**config.mk**
```make
export PLATFORM = sky130hd
export DESIGN_NAME = iolh_ctrl
export DESIGN_NICKNAME = d
export VERILOG_FILES = /design/src/design/iolh_pkg.sv /design/src/design/iolh_ctrl.sv
export SDC_FILE = /design/constraint.sdc
export NUM_CORES = 1
export LEC_CHECK = 0
export BUFFER_PORTS_ARGS = -buffer_cell sky130_fd_sc_hd__buf_4
export CORE_AREA = 4 4 41 43
export DETAILED_ROUTE_END_ITERATION = 7
export DIE_AREA = 0 0 45 47
export MAX_ROUTING_LAYER = met4
export PLACE_DENSITY = 0.71
export SYNTH_ARGS = -nofsm -noshare
export SYNTH_HDL_FRONTEND = slang
export SYNTH_SLANG_ARGS = --single-unit
```
**constraint.sdc**
```tcl
create_clock -name clk -period 2.1 [get_ports clk]
set_input_delay 0.525 -clock clk [delete_from_list [all_inputs] [get_ports clk]]
set_output_delay 0.525 -clock clk [all_outputs]
set_load 0.02 [all_outputs]
```
**src/design/iolh_pkg.sv**
```systemverilog
// Package for the I/O latency histogram: field widths, codes, command and
// status structs shared by the controller and the datapath.
// No dependencies.
package iolh_pkg;

  // Number of request tags the tracker keeps
  localparam int TAG_COUNT = 256;
  // Tag field is eight bits wide, so at most 256 table rows are reachable
  localparam int TABLE_DEPTH = (TAG_COUNT < 256) ? TAG_COUNT : 256;
  localparam int TABLE_AW = $clog2(TABLE_DEPTH);

  localparam int TIME_W = 64;
  localparam int COUNT_W = 64;
  localparam int NUM_BINS = 64;
  localparam int BIN_W = 6;
  localparam int LOG_STEPS = 31;
  localparam int NS_PER_US = 1000;

  typedef enum logic [1:0] {
    OP_ISSUE    = 2'd0,
    OP_COMPLETE = 2'd1,
    OP_READ     = 2'd2,
    OP_SPARE    = 2'd3
  } op_t;

  localparam logic [7:0] REQ_READ = 8'h00;
  localparam logic [7:0] REQ_WRITE = 8'h01;

  typedef enum logic [2:0] {
    ST_ISSUED    = 3'd0,
    ST_IGNORED   = 3'd1,
    ST_BINNED    = 3'd2,
    ST_UNMATCHED = 3'd3,
    ST_READ      = 3'd4
  } status_t;

  // Commands from the controller to the datapath
  typedef struct packed {
    logic    load;          // capture the input item
    logic    tbl_wr;        // record the issue in the tag table
    logic    tbl_rd;        // fetch the entry and drop its valid bit
    logic    diff_en;       // register the elapsed time
    logic    hist_rd_calc;  // read the histogram at the computed bin
    logic    hist_rd_idx;   // read the histogram at the requested bin
    logic    hist_upd;      // write back the incremented count
    logic    res_en;        // load the result registers
    status_t res_status;
  } iolh_cmd_t;

  // Decoded item state reported back to the controller
  typedef struct packed {
    logic issue_ok;
    logic complete;
    logic read_bin;
    logic hit;
  } iolh_sts_t;

  // Elapsed ns at or above which the microsecond latency exceeds 2^i
  function automatic logic [TIME_W-1:0] bin_threshold(input int i);
    logic [TIME_W-1:0] pow;
    pow = TIME_W'(1) << i;
    return TIME_W'(NS_PER_US) * (pow + TIME_W'(1));
  endfunction

endpackage

```
**src/design/iolh_ctrl.sv**
```systemverilog
// Controller for the I/O latency histogram: sequences one item through
// decode, table lookup, binning and histogram update. Uses iolh_pkg.
module iolh_ctrl
  import iolh_pkg::*;
(
  input  logic      clk,
  input  logic      rst,
  input  logic      in_valid,
  output logic      in_ready,
  output logic      out_valid,
  input  logic      out_ready,
  input  iolh_sts_t sts,
  output iolh_cmd_t cmd
);

  typedef enum logic [5:0] {
    S_IDLE   = 6'b000001,
    S_DECODE = 6'b000010,
    S_LOOKUP = 6'b000100,
    S_BIN    = 6'b001000,
    S_COUNT  = 6'b010000,
    S_DONE   = 6'b100000
  } state_t;

  state_t state;
  state_t state_next;

  // Advance the state
  always_ff @(posedge clk) begin
    if (rst) begin
      state <= S_IDLE;
    end else begin
      state <= state_next;
    end
  end

  assign in_ready = (state == S_IDLE);
  assign out_valid = (state == S_DONE);

  // Next state and datapath commands
  always_comb begin
    state_next = state;
    cmd = '0;
    cmd.res_status = ST_IGNORED;
    unique case (state)
      S_IDLE: begin
        if (in_valid) begin
          cmd.load = 1'b1;
          state_next = S_DECODE;
        end
      end
      S_DECODE: begin
        priority if (sts.issue_ok) begin
          cmd.tbl_wr = 1'b1;
          cmd.res_en = 1'b1;
          cmd.res_status = ST_ISSUED;
          state_next = S_DONE;
        end else if (sts.complete && sts.hit) begin
          cmd.tbl_rd = 1'b1;
          state_next = S_LOOKUP;
        end else if (sts.complete) begin
          cmd.res_en = 1'b1;
          cmd.res_status = ST_UNMATCHED;
          state_next = S_DONE;
        end else if (sts.read_bin) begin
          cmd.hist_rd_idx = 1'b1;
          state_next = S_COUNT;
        end else begin
          cmd.res_en = 1'b1;
          cmd.res_status = ST_IGNORED;
          state_next = S_DONE;
        end
      end
      S_LOOKUP: begin
        cmd.diff_en = 1'b1;
        state_next = S_BIN;
      end
      S_BIN: begin
        cmd.hist_rd_calc = 1'b1;
        state_next = S_COUNT;
      end
      S_COUNT: begin
        cmd.res_en = 1'b1;
        if (sts.read_bin) begin
          cmd.res_status = ST_READ;
        end else begin
          cmd.hist_upd = 1'b1;
          cmd.res_status = ST_BINNED;
        end
        state_next = S_DONE;
      end
      S_DONE: begin
        if (out_ready) begin
          state_next = S_IDLE;
        end
      end
      default: begin
        state_next = S_IDLE;
      end
    endcase
  end

endmodule

```
==> flow_summary.toml <==
[status]
outcome = "finished with violations"
violations = "setup timing"

[logic_synthesis]
ys_warn_count = 0
synth_top_family_by_area = "simple AND/OR/NAND/NOR gates"
synth_top_area_share_pct = 29.63
synth_top_area_cell = "dfxtp_1"
synth.area.mux_share_pct = 0
synth-compound-area-share_pct = 19.14
synthTopCellsByArea = "dfxtp_1 30%, and2_1 6.2%, nor2b_1 4.6%"
syn-cell-area_um2 = 405.4
yosys.area_share.xor_xnor_pct = 2.160
synth_cell_types = 28
synthSimpleGateAreaFrac_pct = 45.37
yosysSeqAreaShare_pct = 29.63
synth_adder_area_share_pct = 0
synth.avg_cell_area_um2 = 8.273
ys_ff_latch = 6
syn_nets = 57
synthCells = 49

[power_and_ir_drop]
seqPwrFrac_pct = 38.0
leakagePower_nw = 0.3432
peakVddDrop_mv = 0.3223
power_frac_clock_pct = 31.3
internal_power_uw = 248.3
p_per_area_nw_per_um2 = 482.7
net-switching-power_uw = 106.8
combPwrFrac_pct = 30.7
switching_share_pct = 30.08

[die]
io_pins = 21
dieHeight_um = 47
core_um2 = 1301
die_area_um2 = 2115
rows = 13
initial_core_util_pct = 31.15
die_w_um = 45

[timing]
slew_violations = 0
skew_ns = 0.005334
hold_viol_final = 0
worst_slack_ns = -0.3145
hold_slack_ns = 0.4768
slew_headroom_pct = 74.41
worst_pin_slew_ns = 0.3833
max_freq_mhz = 414.2
rsz0062_at_grt = "yes"
period_share_pct = 115.0
finalSetupViolations = 8
min_period_ns = 2.415

[worst_setup_path]
crit_path_start = "state[4]$_SDFFE_PP0P_"
criticalPathCategory = "reg2out"
path_max_fanout = 4
cp-start-kind = "flip-flop"
rr_worst_depth = 6
cp-endpoint = "cmd[3]"
worstSetupEndpointType = "output port"
crit_arrival_ns = 1.89
cp.required_ns = 1.57
r2r_start = "state[4]$_SDFFE_PP0P_"
rrSetupSlack_ns = 0.21
reg2reg_to = "state[5]$_SDFFE_PP0P_"

[clock_network]
clk_latency_ns = 0.25
cts_made_buffers = 3
cts_hold_buffers = 0
cts_tree = "done"
clk_pin_slew_ns = 0.04
clockBufferDepth = 2
htree_levels = 1
clkSinkCount = 6
ctsRootBufferMaster = "clkbuf_4"

[flow_run]
drv_cap = 0

[grt]
grt_pass1_vias = 485
grt_overflow = 0
antenna_found_initial = 0
grt_max_degree = 9
grt_pass1_wl_mm = 2.063
grt_util_all_layers_pct = 14.15

[placed_design]
hpwl_um = 958
gp_congestion = 0.7456
dp_cells = 90
port_buffers = 20
postPlaceCellArea_um2 = 636.9

[finish]
largest_reg_flops = 6
nNetsFinal = 91
reg_top3 = "state: 6 flops"
regMostFlops = "state"
final_area_um2 = 735.7
areaGrowthSynthToFinish_pct = 81.48
fin_cells = 96
drive_gt1_share_pct = 60.49
antenna_cells = 0

[drt]
drc = 0
via_count = 488
via_per_inst = 5.083
drtPass1Iterations = 2
ant_nets = 0
drt-total-wl_mm = 1.323
drt_iter0_drc = 5
drt-wirelength-per-cell_um = 13.78

[worst_hold_path]
hp-start = "rst"
hold_path.class = "in2reg"
## worst min path at each step
stage	end	depth (start not counted)	slack, ns
global route	state[5]$_SDFFE_PP0P_	2	0.46
CTS	state[5]$_SDFFE_PP0P_	2	0.47
floorplan	state[0]$_SDFFE_PP1P_	2	0.59
finish	state[5]$_SDFFE_PP0P_	2	0.48
detailed placement	state[0]$_SDFFE_PP1P_	3	0.69
global placement	state[2]$_SDFFE_PP0P_	3	0.68
## metal layers
layer,track usage (%),vias to the layer above,routed length [um]
li1,-,244,-
met1,16.70,227,524
met2,22.88,17,712
met3,6.130,0,86
met4,1.754,0,0
met5,-,-,0
## kinds of logic after synthesis
kind of cell / Yosys count
flip-flops: 6
AND/OR/NAND/NOR: 27
buffers and inverters: 4
XOR/XNOR: 1
AO/OA/AOI/OAI: 11
## final cells by class
class / count / area (um^2)
clock buffers: 3 / 22.52
fillers: 135 / 565.5
inverters: 2 / 7.507
multi-input cells: 39 / 309.0
flip-flops and latches: 6 / 122.6
well taps: 15 / 18.77
repair buffers: 31 / 255.2
## power by group through the flow
| stage | registers [mW] | clock network (mW) | logic (mW) |
|---|---|---|---|
| 2_1_floorplan | 0.123 | 0 | 0.0608 |
| 4_1_cts | 0.131 | 0.113 | 0.102 |
| 5_1_grt | 0.136 | 0.122 | 0.119 |
| 3_5_place_dp | 0.133 | 0 | 0.0947 |
| 3_3_place_gp | 0.134 | 0 | 0.0921 |
| 6_report | 0.135 | 0.111 | 0.109 |
## Yosys cell counts
cell type / n
clkbuf_1: 2
nor3b_1: 2
nand2b_1: 2
o21ba_2: 1
or4_4: 1
nor3_4: 1
nor3_1: 2
a21o_1: 1
a221o_1: 1
dfxtp_1: 6
inv_1: 2
a21oi_1: 2
o21ai_0: 2
o21a_1: 1
and2_1: 4
nor2b_1: 3
nand3b_1: 1
nor4_1: 2
and3_1: 2
nor2_1: 2
o22ai_1: 1
and2b_1: 1
o211ai_1: 1
a21oi_2: 1
nand2_1: 2
or3b_4: 1
xor2_1: 1
nor4b_1: 1
## what timing repair did
action,CTS,global route
setup buffers,1,2
pin swaps,4,6
endpoints found under the hold margin,0,0
gates resized for setup,5,9
endpoints found under the setup margin,9,10
## critical path, stage by stage (launching register included)
cell     delay [ns]
dfxtp_2        0.31
or4_4          0.53
or3b_4         0.43
o21a_1         0.21
inv_2          0.06
buf_6          0.10
## metrics by stage
stage                     utilization [%]  TNS [ns]  setup WS (ns)  power, mW
after global routing                56.54    -2.309        -0.3833     0.3769
after CTS                           52.50    -2.032        -0.3338     0.3463
final                               56.54    -1.643        -0.3145     0.3552
after detailed placement            48.94   -0.1821       -0.07561     0.2275
after floorplan                         -  -0.03924       -0.02947     0.1839
after global placement              48.94   -0.1125       -0.04213     0.2258
## cell usage in the layout (no fill, tap or decap), types with 2 or more instances in the layout
master    count
nand2_1       2
nand2b_1      2
buf_6         6
dfxtp_2       2
o21ai_0       2
nor2b_1       3
a21oi_1       2
buf_4        25
and3_1        2
and2_1        2
and2_4        2
clkbuf_4      3
dfxtp_1       4
nor2_1        2
(Power assumes the default switching activity.)
